--- src/design/mdrb_pkg.sv ---
// Package of the motor driver register block: request kinds, register
// addresses, reset values, fixed identification words and the reset
// contents of the coil-pattern table. No dependencies.
package mdrb_pkg;

	// Request kinds. The fourth code is a no-op request.
	typedef enum logic [1:0] {
		KIND_WRITE = 2'd0,
		KIND_READ  = 2'd1,
		KIND_TICK  = 2'd2
	} kind_t;

	// Register addresses.
	localparam logic [7:0] ADDR_PID       = 8'h00;
	localparam logic [7:0] ADDR_VID       = 8'h01;
	localparam logic [7:0] ADDR_VERSION   = 8'h02;
	localparam logic [7:0] ADDR_STEP_EN   = 8'h1A;
	localparam logic [7:0] ADDR_STEP_DIS  = 8'h1B;
	localparam logic [7:0] ADDR_STEPS     = 8'h1C;
	localparam logic [7:0] ADDR_INTERVAL  = 8'h1D;
	localparam logic [7:0] ADDR_TBL_LEN   = 8'h20;
	localparam logic [7:0] ADDR_TBL_DATA  = 8'h21;
	localparam logic [7:0] ADDR_DUTY      = 8'h82;
	localparam logic [7:0] ADDR_PRESCALE  = 8'h84;
	localparam logic [7:0] ADDR_COIL_A    = 8'hA1;
	localparam logic [7:0] ADDR_COIL_B    = 8'hA5;
	localparam logic [7:0] ADDR_COIL_ALL  = 8'hAA;

	// Identification words.
	localparam logic [15:0] PRODUCT_ID = 16'h0006;
	localparam logic [15:0] VENDOR_ID  = 16'h2886;
	localparam logic [7:0]  FW_VERSION = 8'h04;

	// Direction codes; any other value holds the table position.
	localparam logic [7:0] DIR_CCW = 8'd0;
	localparam logic [7:0] DIR_CW  = 8'd1;

	// Reset values.
	localparam logic [7:0]  DIVISOR_RESET    = 8'd100;
	localparam logic [15:0] PULSES_RESET     = 16'd255;
	localparam logic [3:0]  COIL_RESET       = 4'hF;
	localparam logic [2:0]  PRESCALE_DEFAULT = 3'd3;
	localparam logic [2:0]  PRESCALE_MIN     = 3'd1;
	localparam logic [2:0]  PRESCALE_MAX     = 3'd5;
	localparam logic [7:0]  PATTERN_LEN_RESET = 8'd8;
	localparam logic [7:0]  DUTY_FULL        = 8'hFF;

	// The interval is given in units of 40. The quotient is taken as
	// (interval >> 3) / 5, and the divide by 5 as a multiply by
	// ceil(2^18 / 5) and a shift by 18, exact for 13-bit operands.
	localparam int unsigned  DIV_PRE_SHIFT = 3;
	localparam logic [15:0]  DIV_RECIP     = 16'd52429;
	localparam int unsigned  DIV_POST_SHIFT = 18;

	// Eight-phase half-step sequence that unwritten table entries read as after reset.
	localparam logic [3:0] HALF_STEP [8] = '{
		4'h1, 4'h3, 4'h2, 4'h6, 4'h4, 4'hC, 4'h8, 4'h9
	};

	// Reset content of a table entry.
	function automatic logic [3:0] pattern_reset_at(input logic [7:0] idx);
		logic [3:0] val;
		val = 4'h0;
		if (idx < 8'd8) begin
			val = HALF_STEP[idx[2:0]];
		end
		return val;
	endfunction

endpackage

--- src/design/mdrb_cmd_if.sv ---
// Request channel of the motor driver register block: valid/ready
// handshake carrying the request kind, register address and write data.
// Depends on nothing.
interface mdrb_cmd_if;
	logic       valid;
	logic       ready;
	logic [1:0] kind;
	logic [7:0] reg_addr;
	logic [7:0] data_lo;
	logic [7:0] data_hi;

	modport source (output valid, kind, reg_addr, data_lo, data_hi, input ready);
	modport sink   (input valid, kind, reg_addr, data_lo, data_hi, output ready);
endinterface

--- src/design/mdrb_rsp_if.sv ---
// Result channel of the motor driver register block: valid/ready
// handshake carrying read data and the driver output settings.
// Depends on nothing.
interface mdrb_rsp_if;
	logic        valid;
	logic        ready;
	logic [7:0]  read_lo;
	logic [7:0]  read_hi;
	logic [3:0]  coils;
	logic [7:0]  duty_a;
	logic [7:0]  duty_b;
	logic [2:0]  pwm_prescale;
	logic        fast_step_period;
	logic        step_timer_on;
	logic [15:0] steps_left;

	modport source (
		output valid, read_lo, read_hi, coils, duty_a, duty_b, pwm_prescale,
		       fast_step_period, step_timer_on, steps_left,
		input  ready
	);
	modport sink (
		input  valid, read_lo, read_hi, coils, duty_a, duty_b, pwm_prescale,
		       fast_step_period, step_timer_on, steps_left,
		output ready
	);
endinterface

--- src/design/mdrb_ram.sv ---
// Generic single-port-write, single-port-read RAM with registered read
// data, used for the coil-pattern table. Depends on nothing.
module mdrb_ram #(
	parameter int unsigned WIDTH = 4,
	parameter int unsigned DEPTH = 128
) (
	input  logic                     clk,
	input  logic                     we,
	input  logic [$clog2(DEPTH)-1:0] waddr,
	input  logic [WIDTH-1:0]         wdata,
	input  logic                     re,
	input  logic [$clog2(DEPTH)-1:0] raddr,
	output logic [WIDTH-1:0]         rdata
);

	logic [WIDTH-1:0] mem [DEPTH];

	// Write port.
	always_ff @(posedge clk) begin
		if (we) begin
			mem[waddr] <= wdata;
		end
	end

	// Read port; data holds until the next enabled read.
	always_ff @(posedge clk) begin
		if (re) begin
			rdata <= mem[raddr];
		end
	end

endmodule

--- src/design/motor_driver_register_block.sv ---
// Top level of the motor driver register block. Depends on mdrb_pkg,
// mdrb_cmd_if, mdrb_rsp_if and mdrb_ram.
//
// One request (bus write, bus read or step tick) is taken per clock cycle
// unless the result channel stalls, and each yields one result. An accepted
// request passes through the stage-one register and then the output register,
// which holds the result; the registered read of the pattern table RAM is why
// stage one is there. All register state is updated at the accepting edge; the
// table entry read by that request (a table read or a stepping tick) joins the
// result from the RAM as stage one moves on, and the entry of a stepping tick
// is forwarded into the coil bits that the next request starts from. The table
// needs no clearing pass after reset: one valid flag per entry, cleared by
// reset, makes an unwritten entry read as the half-step reset pattern.
// A second result may wait in the output register while a new request is
// accepted.
module motor_driver_register_block #(
	parameter int unsigned MAX_PATTERN = 128
) (
	input logic        clk,
	input logic        arst_n,
	mdrb_cmd_if.sink   cmd,
	mdrb_rsp_if.source rsp
);

	import mdrb_pkg::*;

	localparam int unsigned AW = $clog2(MAX_PATTERN);
	localparam int unsigned LW = $clog2(MAX_PATTERN + 1);

	// Architectural state.
	logic [7:0]             dir_q;
	logic [7:0]             div_q;
	logic [15:0]            intv_q;
	logic [15:0]            pulses_q;
	logic [7:0]             tick_cnt_q;
	logic [LW-1:0]          len_q;
	logic [AW-1:0]          pos_q;
	logic                   pos_vld_q;
	logic [LW-1:0]          wcur_q;
	logic [LW-1:0]          rcur_q;
	logic                   timer_en_q;
	logic                   fast_q;
	logic [3:0]             coil_q;
	logic                   coil_pend_q;
	logic [7:0]             duty_a_q;
	logic [7:0]             duty_b_q;
	logic [2:0]             pre_q;
	logic [MAX_PATTERN-1:0] tbl_vld_q;

	// Next-state values.
	logic [7:0]    dir_d;
	logic [7:0]    div_d;
	logic [15:0]   intv_d;
	logic [15:0]   pulses_d;
	logic [7:0]    tick_cnt_d;
	logic [LW-1:0] len_d;
	logic [AW-1:0] pos_d;
	logic          pos_vld_d;
	logic [LW-1:0] wcur_d;
	logic [LW-1:0] rcur_d;
	logic          timer_en_d;
	logic          fast_d;
	logic [3:0]    coil_d;
	logic          coil_pend_d;
	logic [7:0]    duty_a_d;
	logic [7:0]    duty_b_d;
	logic [2:0]    pre_d;
	logic [7:0]    rlo_d;
	logic [7:0]    rhi_d;
	logic          rd_tab_d;
	logic          tbl_we;
	logic [AW-1:0] tbl_raddr;

	// Stage one: the request just accepted, with its table read in flight.
	logic          s1_vld_q;
	logic [7:0]    rlo_s1;
	logic [7:0]    rhi_s1;
	logic          rd_tab_s1;
	logic [AW-1:0] tab_addr_s1;
	logic          tab_vld_s1;

	// Output register.
	logic        out_vld_q;
	logic [7:0]  out_rlo_q;
	logic [7:0]  out_rhi_q;
	logic [3:0]  out_coils_q;
	logic [7:0]  out_duty_a_q;
	logic [7:0]  out_duty_b_q;
	logic [2:0]  out_pre_q;
	logic        out_fast_q;
	logic        out_timer_q;
	logic [15:0] out_steps_q;

	logic          accept;
	logic          s1_adv;
	logic [3:0]    ram_rdata;
	logic [3:0]    tab_data;
	logic [3:0]    coil_eff;
	logic [28:0]   intv_prod;
	logic [7:0]    intv_speed;
	logic [7:0]    speed_sel;
	logic [7:0]    tick_inc;
	logic [LW:0]   pos_inc;
	logic [LW:0]   len_ext;

	// Handshake: stage one moves on when the output register is free.
	assign s1_adv    = s1_vld_q && (!out_vld_q || rsp.ready);
	assign cmd.ready = !s1_vld_q || s1_adv;
	assign accept    = cmd.valid && cmd.ready;

	// Table data of the last table access; unwritten entries read as reset.
	assign tab_data = tab_vld_s1 ? ram_rdata : pattern_reset_at(8'(tab_addr_s1));
	assign coil_eff = coil_pend_q ? tab_data : coil_q;

	// Interval in units of 40, truncated to the 8-bit speed.
	assign intv_prod  = 29'(intv_q[15:DIV_PRE_SHIFT]) * 29'(DIV_RECIP);
	assign intv_speed = intv_prod[DIV_POST_SHIFT +: 8];
	assign speed_sel  = (intv_q != 16'd0) ? intv_speed : cmd.data_hi;

	assign tick_inc = tick_cnt_q + 8'd1;
	assign pos_inc  = (LW+1)'(pos_q) + (LW+1)'(1);
	assign len_ext  = (LW+1)'(len_q);

	// Next state and result of the offered request.
	always_comb begin
		dir_d       = dir_q;
		div_d       = div_q;
		intv_d      = intv_q;
		pulses_d    = pulses_q;
		tick_cnt_d  = tick_cnt_q;
		len_d       = len_q;
		pos_d       = pos_q;
		pos_vld_d   = pos_vld_q;
		wcur_d      = wcur_q;
		rcur_d      = rcur_q;
		timer_en_d  = timer_en_q;
		fast_d      = fast_q;
		coil_d      = coil_eff;
		coil_pend_d = 1'b0;
		duty_a_d    = duty_a_q;
		duty_b_d    = duty_b_q;
		pre_d       = pre_q;
		rlo_d       = 8'd0;
		rhi_d       = 8'd0;
		rd_tab_d    = 1'b0;
		tbl_we      = 1'b0;
		tbl_raddr   = pos_q;

		case (cmd.kind)
			KIND_WRITE: begin
				case (cmd.reg_addr)
					ADDR_DUTY: begin
						duty_a_d = cmd.data_lo;
						duty_b_d = cmd.data_hi;
					end
					ADDR_PRESCALE: begin
						if (cmd.data_lo >= 8'(PRESCALE_MIN) && cmd.data_lo <= 8'(PRESCALE_MAX)) begin
							pre_d = cmd.data_lo[2:0];
						end else begin
							pre_d = PRESCALE_DEFAULT;
						end
					end
					ADDR_COIL_A: begin
						coil_d   = {coil_eff[3:2], cmd.data_lo[1:0]};
						duty_a_d = cmd.data_hi;
					end
					ADDR_COIL_B: begin
						coil_d   = {cmd.data_lo[1:0], coil_eff[1:0]};
						duty_b_d = cmd.data_hi;
					end
					ADDR_COIL_ALL: begin
						coil_d = cmd.data_lo[3:0];
					end
					ADDR_STEP_EN: begin
						dir_d      = cmd.data_lo;
						div_d      = (speed_sel == 8'd0) ? 8'd1 : speed_sel;
						timer_en_d = 1'b1;
						// On a first enable, anticlockwise stepping starts at the last entry.
						if (!pos_vld_q) begin
							if (cmd.data_lo == DIR_CCW && len_q != '0) begin
								pos_d = AW'(len_q - LW'(1));
							end else begin
								pos_d = '0;
							end
							pos_vld_d = 1'b1;
						end
						duty_a_d = DUTY_FULL;
						duty_b_d = DUTY_FULL;
					end
					ADDR_STEP_DIS: begin
						timer_en_d = 1'b0;
					end
					ADDR_STEPS: begin
						pulses_d = {cmd.data_hi, cmd.data_lo};
					end
					ADDR_INTERVAL: begin
						intv_d = {cmd.data_hi, cmd.data_lo};
						fast_d = ({cmd.data_hi, cmd.data_lo} != 16'd0);
					end
					ADDR_TBL_LEN: begin
						if ({1'b0, cmd.data_lo} > 9'(MAX_PATTERN)) begin
							len_d = LW'(MAX_PATTERN);
						end else begin
							len_d = LW'(cmd.data_lo);
						end
						wcur_d = '0;
					end
					ADDR_TBL_DATA: begin
						if (wcur_q < len_q) begin
							tbl_we = 1'b1;
							wcur_d = wcur_q + LW'(1);
						end
					end
					default: begin
					end
				endcase
			end
			KIND_READ: begin
				case (cmd.reg_addr)
					ADDR_PID: begin
						rlo_d = PRODUCT_ID[7:0];
						rhi_d = PRODUCT_ID[15:8];
					end
					ADDR_VID: begin
						rlo_d = VENDOR_ID[7:0];
						rhi_d = VENDOR_ID[15:8];
					end
					ADDR_VERSION: begin
						rlo_d = FW_VERSION;
					end
					ADDR_STEP_EN: begin
						rlo_d = dir_q;
						rhi_d = div_q;
					end
					ADDR_STEPS: begin
						rlo_d = pulses_q[7:0];
						rhi_d = pulses_q[15:8];
					end
					ADDR_INTERVAL: begin
						rlo_d = intv_q[7:0];
						rhi_d = intv_q[15:8];
					end
					ADDR_TBL_LEN: begin
						rlo_d  = 8'(len_q);
						rcur_d = '0;
					end
					ADDR_TBL_DATA: begin
						tbl_raddr = rcur_q[AW-1:0];
						if (rcur_q < len_q) begin
							rd_tab_d = 1'b1;
							rcur_d   = rcur_q + LW'(1);
						end else begin
							rhi_d = 8'd1;
						end
					end
					default: begin
					end
				endcase
			end
			KIND_TICK: begin
				if (timer_en_q && pulses_q != 16'd0) begin
					if (tick_inc < div_q) begin
						tick_cnt_d = tick_inc;
					end else begin
						// One step: drive the current entry, then move.
						tick_cnt_d  = 8'd0;
						pulses_d    = pulses_q - 16'd1;
						pos_vld_d   = 1'b1;
						coil_pend_d = 1'b1;
						if (dir_q == DIR_CW) begin
							pos_d = (pos_inc >= len_ext) ? '0 : pos_inc[AW-1:0];
						end else if (dir_q == DIR_CCW) begin
							if (pos_q == '0) begin
								pos_d = (len_q != '0) ? AW'(len_q - LW'(1)) : '0;
							end else begin
								pos_d = pos_q - AW'(1);
							end
						end
					end
				end
			end
			default: begin
			end
		endcase

		// The tick counter clears whenever no steps are left.
		if (pulses_d == 16'd0) begin
			tick_cnt_d = 8'd0;
		end
	end

	// Register state, updated at each accepted request.
	always_ff @(posedge clk or negedge arst_n) begin
		if (!arst_n) begin
			dir_q       <= DIR_CW;
			div_q       <= DIVISOR_RESET;
			intv_q      <= 16'd0;
			pulses_q    <= PULSES_RESET;
			tick_cnt_q  <= 8'd0;
			len_q       <= LW'(PATTERN_LEN_RESET);
			pos_q       <= '0;
			pos_vld_q   <= 1'b0;
			wcur_q      <= '0;
			rcur_q      <= '0;
			timer_en_q  <= 1'b0;
			fast_q      <= 1'b0;
			coil_q      <= COIL_RESET;
			coil_pend_q <= 1'b0;
			duty_a_q    <= 8'd0;
			duty_b_q    <= 8'd0;
			pre_q       <= PRESCALE_DEFAULT;
			tbl_vld_q   <= '0;
		end else if (accept) begin
			dir_q       <= dir_d;
			div_q       <= div_d;
			intv_q      <= intv_d;
			pulses_q    <= pulses_d;
			tick_cnt_q  <= tick_cnt_d;
			len_q       <= len_d;
			pos_q       <= pos_d;
			pos_vld_q   <= pos_vld_d;
			wcur_q      <= wcur_d;
			rcur_q      <= rcur_d;
			timer_en_q  <= timer_en_d;
			fast_q      <= fast_d;
			coil_q      <= coil_d;
			coil_pend_q <= coil_pend_d;
			duty_a_q    <= duty_a_d;
			duty_b_q    <= duty_b_d;
			pre_q       <= pre_d;
			if (tbl_we) begin
				tbl_vld_q[wcur_q[AW-1:0]] <= 1'b1;
			end
		end
	end

	// Coil-pattern table.
	mdrb_ram #(
		.WIDTH(4),
		.DEPTH(MAX_PATTERN)
	) u_tbl (
		.clk   (clk),
		.we    (accept && tbl_we),
		.waddr (wcur_q[AW-1:0]),
		.wdata (cmd.data_lo[3:0]),
		.re    (accept),
		.raddr (tbl_raddr),
		.rdata (ram_rdata)
	);

	// Stage-one and output valid flags.
	always_ff @(posedge clk or negedge arst_n) begin
		if (!arst_n) begin
			s1_vld_q  <= 1'b0;
			out_vld_q <= 1'b0;
		end else begin
			if (accept) begin
				s1_vld_q <= 1'b1;
			end else if (s1_adv) begin
				s1_vld_q <= 1'b0;
			end
			if (s1_adv) begin
				out_vld_q <= 1'b1;
			end else if (rsp.ready) begin
				out_vld_q <= 1'b0;
			end
		end
	end

	// Stage-one payload, captured with the table read.
	always_ff @(posedge clk) begin
		if (accept) begin
			rlo_s1      <= rlo_d;
			rhi_s1      <= rhi_d;
			rd_tab_s1   <= rd_tab_d;
			tab_addr_s1 <= tbl_raddr;
			tab_vld_s1  <= tbl_vld_q[tbl_raddr];
		end
	end

	// Output payload: stage one's read data and the settings it left.
	always_ff @(posedge clk) begin
		if (s1_adv) begin
			out_rlo_q    <= rd_tab_s1 ? {4'd0, tab_data} : rlo_s1;
			out_rhi_q    <= rhi_s1;
			out_coils_q  <= coil_eff;
			out_duty_a_q <= duty_a_q;
			out_duty_b_q <= duty_b_q;
			out_pre_q    <= pre_q;
			out_fast_q   <= fast_q;
			out_timer_q  <= timer_en_q;
			out_steps_q  <= pulses_q;
		end
	end

	assign rsp.valid            = out_vld_q;
	assign rsp.read_lo          = out_rlo_q;
	assign rsp.read_hi          = out_rhi_q;
	assign rsp.coils            = out_coils_q;
	assign rsp.duty_a           = out_duty_a_q;
	assign rsp.duty_b           = out_duty_b_q;
	assign rsp.pwm_prescale     = out_pre_q;
	assign rsp.fast_step_period = out_fast_q;
	assign rsp.step_timer_on    = out_timer_q;
	assign rsp.steps_left       = out_steps_q;

	// No request is taken while both result stages are full and stalled.
	a_no_overrun: assert property (@(posedge clk) disable iff (!arst_n)
		(s1_vld_q && out_vld_q && !rsp.ready) |-> !cmd.ready)
		else $error("request accepted with both result stages full");

	// The table length never exceeds the table depth.
	a_len_bound: assert property (@(posedge clk) disable iff (!arst_n)
		len_q <= LW'(MAX_PATTERN))
		else $error("pattern length above table depth");

	// The write cursor never runs past the table length.
	a_wcur_bound: assert property (@(posedge clk) disable iff (!arst_n)
		wcur_q <= len_q)
		else $error("write cursor past pattern length");

	// With no steps left the tick counter rests at zero.
	a_tick_idle: assert property (@(posedge clk) disable iff (!arst_n)
		(pulses_q == 16'd0) |-> (tick_cnt_q == 8'd0))
		else $error("tick counter running with no steps left");

endmodule

--- src/flat_wrapper.sv ---
// flat-port wrapper written by rule: the top's interface ports become plain ports
module motor_driver_register_block_flat import mdrb_pkg::*;
#(
	parameter int unsigned MAX_PATTERN = 128
)
  (clk, arst_n, cmd_valid, cmd_kind, cmd_reg_addr, cmd_data_lo, cmd_data_hi, cmd_ready, rsp_valid, rsp_read_lo, rsp_read_hi, rsp_coils, rsp_duty_a, rsp_duty_b, rsp_pwm_prescale, rsp_fast_step_period, rsp_step_timer_on, rsp_steps_left, rsp_ready);
  mdrb_cmd_if cmd_i ();
  mdrb_rsp_if rsp_i ();
  input logic clk;
  input logic arst_n;
  input wire logic [$bits(cmd_i.valid)-1:0] cmd_valid;
  input wire logic [$bits(cmd_i.kind)-1:0] cmd_kind;
  input wire logic [$bits(cmd_i.reg_addr)-1:0] cmd_reg_addr;
  input wire logic [$bits(cmd_i.data_lo)-1:0] cmd_data_lo;
  input wire logic [$bits(cmd_i.data_hi)-1:0] cmd_data_hi;
  output wire logic [$bits(cmd_i.ready)-1:0] cmd_ready;
  output wire logic [$bits(rsp_i.valid)-1:0] rsp_valid;
  output wire logic [$bits(rsp_i.read_lo)-1:0] rsp_read_lo;
  output wire logic [$bits(rsp_i.read_hi)-1:0] rsp_read_hi;
  output wire logic [$bits(rsp_i.coils)-1:0] rsp_coils;
  output wire logic [$bits(rsp_i.duty_a)-1:0] rsp_duty_a;
  output wire logic [$bits(rsp_i.duty_b)-1:0] rsp_duty_b;
  output wire logic [$bits(rsp_i.pwm_prescale)-1:0] rsp_pwm_prescale;
  output wire logic [$bits(rsp_i.fast_step_period)-1:0] rsp_fast_step_period;
  output wire logic [$bits(rsp_i.step_timer_on)-1:0] rsp_step_timer_on;
  output wire logic [$bits(rsp_i.steps_left)-1:0] rsp_steps_left;
  input wire logic [$bits(rsp_i.ready)-1:0] rsp_ready;
  assign cmd_i.valid = cmd_valid;
  assign cmd_i.kind = cmd_kind;
  assign cmd_i.reg_addr = cmd_reg_addr;
  assign cmd_i.data_lo = cmd_data_lo;
  assign cmd_i.data_hi = cmd_data_hi;
  assign cmd_ready = cmd_i.ready;
  assign rsp_valid = rsp_i.valid;
  assign rsp_read_lo = rsp_i.read_lo;
  assign rsp_read_hi = rsp_i.read_hi;
  assign rsp_coils = rsp_i.coils;
  assign rsp_duty_a = rsp_i.duty_a;
  assign rsp_duty_b = rsp_i.duty_b;
  assign rsp_pwm_prescale = rsp_i.pwm_prescale;
  assign rsp_fast_step_period = rsp_i.fast_step_period;
  assign rsp_step_timer_on = rsp_i.step_timer_on;
  assign rsp_steps_left = rsp_i.steps_left;
  assign rsp_i.ready = rsp_ready;
  motor_driver_register_block #(.MAX_PATTERN(MAX_PATTERN)) u_core (.clk(clk), .arst_n(arst_n), .cmd(cmd_i), .rsp(rsp_i));
endmodule
--- config.mk ---
export PLATFORM = sky130hd
export DESIGN_NAME = motor_driver_register_block_flat
export DESIGN_NICKNAME = d
export VERILOG_FILES = /design/src/design/mdrb_pkg.sv /design/src/design/mdrb_cmd_if.sv /design/src/design/mdrb_rsp_if.sv /design/src/design/mdrb_ram.sv /design/src/design/motor_driver_register_block.sv /design/src/flat_wrapper.sv
export SDC_FILE = /design/constraint.sdc
export NUM_CORES = 1
export LEC_CHECK = 0
export BUFFER_PORTS_ARGS = -buffer_cell sky130_fd_sc_hd__buf_4
export CAP_MARGIN = 10
export CORE_MARGIN = 2
export CORE_UTILIZATION = 61
export DETAILED_ROUTE_END_ITERATION = 10
export HOLD_SLACK_MARGIN = 0.15
export MAX_ROUTING_LAYER = met4
export PLACE_DENSITY = 0.86
export SKIP_CTS_REPAIR_TIMING = 1
export SLEW_MARGIN = 5
export SYNTH_ARGS = -nofsm -noshare
export SYNTH_HDL_FRONTEND = slang
export SYNTH_SLANG_ARGS = --single-unit
--- constraint.sdc ---
create_clock -name clk -period 11.3 [get_ports clk]
set_input_delay 0.565 -clock clk [delete_from_list [all_inputs] [get_ports clk]]
set_output_delay 0.565 -clock clk [all_outputs]
set_load 0.01 [all_outputs]
# Word level (Yosys, flattened, before mapping)
# Memory sizes are Yosys's and may differ from the RTL's. A register that Yosys moved wholly into a read port is not among the register bits.
# Cells that the tools add are included.
[op_classes] add_sub_neg=7 mul=1 n_lt_le_gt_ge=12 eq_ne=23 n_mux=64 bitwise_logic=2 reduce_logical=46
[ops] operator="$or A128 B128 Y128" count=1
[ops] operator="$mux W7" count=12
[ops] operator="$mux W8" count=9
[ops] operator="$pmux W8 S7" count=1
[ops] operator="$mux W16" count=3
[ops] operator="$pmux W8 S2" count=3
[ops] operator="$reduce_bool A16 Y1" count=3
[ops] operator="$eq A8 B8 Y1 const B" count=5
[ops] operator="$pmux W8 S5" count=1
[ops] operator="$eq A8 B5 Y1 const B" count=4
[ops] operator="$logic_not A8 Y1" count=4
[ops] operator="$pmux W16 S2" count=1
[ops] operator="$mux W4" count=7
[ops] operator="$mul A13 B16 Y26 const B" count=1
[ops] operator="$add A8 B1 Y8 const B" count=3
[ops] operator="$lt A8 B8 Y1" count=3
[ops] operator="$pmux W8 S3" count=1
[ops] operator="$reduce_and A3 Y1" count=8
[ops] operator="$mux W1" count=19
[ops] operator="$eq A8 B1 Y1 const B" count=2
[ops] operator="$eq A8 B6 Y1 const B" count=2
[ops] operator="$logic_not A16 Y1" count=1
[ops] operator="$lt A7 B8 Y1 const B" count=2
[ops] operator="$reduce_bool A2 Y1" count=8
[ops] operator="35 further kinds" count=51
[word_totals] register_bits=326 ramBits=512 romBits=32 input_bits=30 out_inout_bits=59 n_memories=2
[mem_list] name="u_core.u_tbl.mem" depth=128 word_bits=4 rd=1 rd_ports_with_merged_regs=1 wr=1 line="mdrb_ram.sv:16" source="logic [WIDTH-1:0] mem [DEPTH];"
[mem_list] name="(name not given)" depth=8 word_bits=4 rd=1 rd_ports_with_merged_regs=0 wr=0 line="mdrb_pkg.sv:65" source="val = HALF_STEP[idx[2:0]];"

# Longest topological paths before layout
[depth] ltp_word=9 depth_mapped=21

# Hierarchy
# Synthesis repeated with hierarchy kept, for this count alone.
[unflattened] cells_unflattened=2889 hier_area_um2=39386.5
[by_module_without_submodules] module="mdrb_ram" n_inst=1 cells_each=908 area_per_inst_um2=20233.2 seq_area_each_um2=15494.9
[by_module_without_submodules] module="motor_driver_register_block" n_inst=1 cells_each=1981 area_per_inst_um2=19153.4 seq_area_each_um2=8592.0

# Worst setup path after synthesis
# Ideal clock, no wire load.
[synth_timing] kind="register -> register" startpoint="register u_core.intv_q[13]" endpoint="register u_core.div_q[0]" setup_ps=64 t_arrival_ps=5052 t_required_ps=11236 path_slack_ps=6184 stages_incl_launch_ff=19 n_path_buf=0 cell_sequence="dfrtp_1 > ha_1 > inv_1 > fa_1 > inv_1 > fa_1 > inv_1 > fa_1 > fa_1 > inv_1 > ha_1 > nand2_1 > or2_2 > o311a_1 > o311ai_0 > a21oi_1 > xnor2_1 > o41ai_1 > a31o_2"
[synth_via] elab_chain_len=4 elab_cells_between_ends=5
[synth_rtl] item="start, declared" line="motor_driver_register_block.sv:33" source="logic [15:0] intv_q;"
[synth_rtl] item="start signal, assigned" line="motor_driver_register_block.sv:316" source="intv_q <= intv_d;"
[synth_rtl] item="$mul A13 B16 Y26 / $reduce_bool A16 Y1 (equally long branches)" line="motor_driver_register_block.sv:116, motor_driver_register_block.sv:118"
[synth_rtl] item="$mux W8 (*)" line="motor_driver_register_block.sv:118" source="assign speed_sel = (intv_q != 16'd0) ? intv_speed : cmd.data_hi;"
[synth_rtl] item="$logic_not A8 Y1" line="motor_driver_register_block.sv:176" source="div_d = (speed_sel == 8'd0) ? 8'd1 : speed_sel;"
[synth_rtl] item="$mux W8 (*)" line="motor_driver_register_block.sv:176"
[synth_rtl] item="end signal, assigned" line="motor_driver_register_block.sv:315" source="div_q <= div_d;"
[synth_rtl] item="end, declared" line="motor_driver_register_block.sv:32" source="logic [7:0] div_q;"
# Mark *: on every way between the ends. The rest lies on a longest branch, timed or not.
# A chain may end at the register's enable or synchronous reset.

# Worst setup path after layout
[layout_timing] startpoint="register u_core.intv_q[10]" endpoint="register u_core.div_q[0]"
# The elaborated chain is that of the path after synthesis.

==> flow_summary.toml <==
[run_status]
run_status = "finished clean"

[timing]
setup_tns_ns = 0
final_slew_violations = 0
timing.final.crit_period_ns = 5.83
final.period_utilization = 0.516
relSlewSlack = 0.140
max_freq_mhz = 172
timing.final.hold_violations = 0
clock-skew-final_ns = 0.0702
grt_setup_unrepaired = "false"
final_setup_violation_count = 0
worst-slew-pin-transition_ns = 1.28

[clocking]
cts_tree = "done"
cts_root_buf = "sky130_fd_sc_hd__clkbuf_16"
clock-sinks = 842
clock_insertion_delay_at_the_later_pin_of_the_skew_report_ns = 0.67
cts_htree_levels = 3
clk_pin_slew_ns = 0.06
numCtsBuffers = 84
cts_max_path_buffers = 3

[route]
routed.top_layer = "met4"
drt_first_iter_violations = 4287
route.vias.total = 28903
post-route-drc-count = 0
totalWireLength_mm = 103
route.antenna.remaining_nets = 0
via_density_per_instance = 6.51
wirelength_per_cell_um = 23.2
routedLengthMet1_mm = 39.0
met3_wire_length_mm = 11.6
met2_wirelength_mm = 48.1
detailedRoute.firstPassIterationCount = 9

[floorplan]
die-height_um = 259
effective_utilization_at_floorplan = 0.615
die_area_sq_um = 66900
boundary_pin_count = 89
rows = 93
die_w_um = 259
design.core.area_sq_um = 64300

[worst_setup_path]
cp_slowest_stage_delay_ns = 0.75
cp_cell_sequence = "inv_1 > ha_1 > inv_1 > fa_1 > fa_1 > inv_1 > fa_1 > inv_1 > fa_1 > inv_1 > ha_1 > nand4_1 > o311a_1 > o311ai_0 > a21oi_1 > xnor2_1 > o41ai_1 > a31o_2"
r2r_end = "u_core.div_q[0]"
timing.critical_path.from = "u_core.intv_q[10]"
critical_path_buf_inv_count = 5
worst-setup-path-type = "flop to flop"
reg2reg_slack_ns = 5.47
worstPathArrival_ns = 6.42
crit_path_top_delay_cell = "sky130_fd_sc_hd__o311ai_0"
setup.worst_path.end = "u_core.div_q[0]"
worstSetupPathDepth = 18
required_ns = 11.89
setup.worst_path.start_class = "flop"
path_common_cell = "sky130_fd_sc_hd__inv_1"
endpoint_kind = "flop"
cp_max_fo = 6
rr_worst_depth = 18
worstReg2RegStart = "u_core.intv_q[10]"
critical-path-top-delay-family = "adder cells"

[global_route]
grt_overflow_total = 0
number_of_antenna_violations_at_the_first_check_in_global_routing = 2
grt_first_pass_wirelength_mm = 161
globalRouteTotalUtil = 0.320
grt_start_max_net_pins = 126
grt_pass1_vias = 28257

[power_and_ir_drop]
design_power_total_mw = 7.50
power.density_nw_per_um2 = 171
power.leakage_nw = 17.2
worst_ir_drop_vdd_mv = 0.129

[layout]
num-fill-cells = 4210
final_nets = 3703
layout_stage_area_growth_over_the_synthesis_result_pct = 11.1
layout-drive-gt1-share = 0.123

[place]
finalWeightedCongestion = 0.955
buffer_ports.inserted = 88
dp_hpwl_mm = 63.6

[synthesis]
ys_types = 78
post-synth-top-area-fraction = 0.454
netlist_top_cells_area = "sky130_fd_sc_hd__edfxtp_1 (45%), sky130_fd_sc_hd__dfrtp_1 (14%), sky130_fd_sc_hd__nand2_1 (6.2%)"
postSynthAreaPerCell_sq_um = 11.3
syn_area_sq_um = 39600
synth_nets = 3685
synth-main-ff-cell = "sky130_fd_sc_hd__edfxtp_1"
synth_sequential_area_ratio = 0.609
post_synth_most_frequent_cells = "sky130_fd_sc_hd__nand2_1 (657), sky130_fd_sc_hd__edfxtp_1 (598), sky130_fd_sc_hd__nand3_1 (275)"
ys_warn_count = 0
area_leader_netlist = "sky130_fd_sc_hd__edfxtp_1"
synth_async_sr_flop_share = 0.290
postSynthCellCount = 3494
yosys_register_bits = 842
synth_edf_count = 598
synthMostInstantiatedCell = "sky130_fd_sc_hd__nand2_1"

[min_path]
worstHoldPathType = "input pin to flop"

[run]
drv_cap = 0
==> per-layer routing <==
| metal | GRT usage | vias to the layer above |
|---|---|---|
| met5 | - | - |
| met4 | 0.136 | 0 |
| met3 | 0.0556 | 366 |
| met2 | 0.484 | 2023 |
| met1 | 0.431 | 13966 |
| li1 | - | 12548 |
==> placed cells by master, fill, tap and decap left out, drive strengths merged, types with 12 or more instances in the layout <==
master   instances
nor4            41
mux4            30
xnor2           23
o22a            12
buf            128
o31ai           13
o22ai           17
nand2b          25
or2             70
nand4           30
o21bai          66
o21ai           90
a31oi           36
nor2           240
nand3          276
nor3            22
mux2            16
mux2i           19
inv            158
clkbuf         108
ha             113
a211oi          14
dfstp           19
edfxtp         598
clkinv          30
nor2b           26
or4             16
a21oi          165
fa              48
and3            46
nand2          657
dfrtp          225
a21o            17
a22oi           22
a2bb2oi         13
==> cells by family after synthesis <==
family,synth area share
AND/OR/NAND/NOR,0.173
XOR/XNOR,0.00752
flip-flops,0.609
multiplexers,0.0266
AO/OA/AOI/OAI,0.0899
buffers and inverters,0.0343
adder cells (fa/ha/maj),0.0600
==> flip-flops by register name (all words and copies together), names as in the netlist, 16 cells and up <==
| name | cells |
|---|---|
| u_core.pulses_q | 16 |
| u_core.tbl_vld_q | 128 |
| u_core.intv_q | 16 |
| u_core.rsp.steps_left | 16 |
| u_core.u_tbl.mem | 512 |
==> power by group <==
| group | internal, mW | switching [mW] | leakage [nW] | total, mW |
|---|---|---|---|---|
| registers | 3.39 | 0.0742 | 8.69 | 3.46 |
| logic | 0.390 | 0.669 | 7.02 | 1.06 |
| clock network | 1.75 | 1.23 | 1.46 | 2.98 |
| total | 5.53 | 1.97 | 17.2 | 7.50 |
==> metrics by stage <==
stage | utilization | std cells | area, sq um | hold WS (ns) | setup slack, ns
global route | 0.683 | 4440 | 44000 | 0.222 | 5.20
CTS | 0.683 | 4436 | 43900 | 0.0314 | 5.52
finish | 0.683 | 4440 | 44000 | 0.203 | 5.47
global placement | 0.636 | 4279 | 40900 | 0.401 | 5.62
detailed placement | 0.636 | 4279 | 40900 | 0.405 | 5.52
floorplan | - | 3494 | 39600 | 0.269 | 6.18
==> worst min-delay path by stage <==
stage | depth (start not counted) | start | end | slack [ns]
finish | 3 | rsp_ready | u_core.rsp.valid | 0.20
global route | 3 | rsp_ready | u_core.rsp.valid | 0.22
CTS | 1 | arst_n | u_core.tbl_vld_q[78] | 0.03
detailed placement | 0 | u_core.rhi_s1[6] | u_core.rsp.read_hi[6] | 0.40
global placement | 0 | u_core.rhi_s1[4] | u_core.rsp.read_hi[4] | 0.40
floorplan | 0 | arst_n | u_core.coil_pend_q | 0.27
==> worst register-to-register path, cell delays in order (launching register included) <==
cell and delay, ns:
sky130_fd_sc_hd__dfrtp_1 0.50, sky130_fd_sc_hd__inv_1 0.15, sky130_fd_sc_hd__ha_1 0.32, sky130_fd_sc_hd__inv_1 0.06
sky130_fd_sc_hd__fa_1 0.55, sky130_fd_sc_hd__fa_1 0.55, sky130_fd_sc_hd__inv_1 0.07, sky130_fd_sc_hd__fa_1 0.55
sky130_fd_sc_hd__inv_1 0.06, sky130_fd_sc_hd__fa_1 0.50, sky130_fd_sc_hd__inv_1 0.05, sky130_fd_sc_hd__ha_1 0.33
sky130_fd_sc_hd__nand4_1 0.12, sky130_fd_sc_hd__o311a_1 0.41, sky130_fd_sc_hd__o311ai_0 0.75, sky130_fd_sc_hd__a21oi_1 0.19
sky130_fd_sc_hd__xnor2_1 0.17, sky130_fd_sc_hd__o41ai_1 0.25, sky130_fd_sc_hd__a31o_2 0.20
==> area by class of cell <==
cell class / instances / area [sq um] / share of cell area
tap: 855 / 1070 / 0.0243
sequential: 842 / 24100 / 0.548
antenna: 2 / 5.00 / 0.000114
clock inverter: 49 / 666 / 0.0151
timing repair buffer: 130 / 988 / 0.0225
clock buffer: 108 / 2350 / 0.0536
multi-input combinational: 2299 / 14200 / 0.323
inverter: 155 / 592 / 0.0135
(Power assumes the default switching activity.)
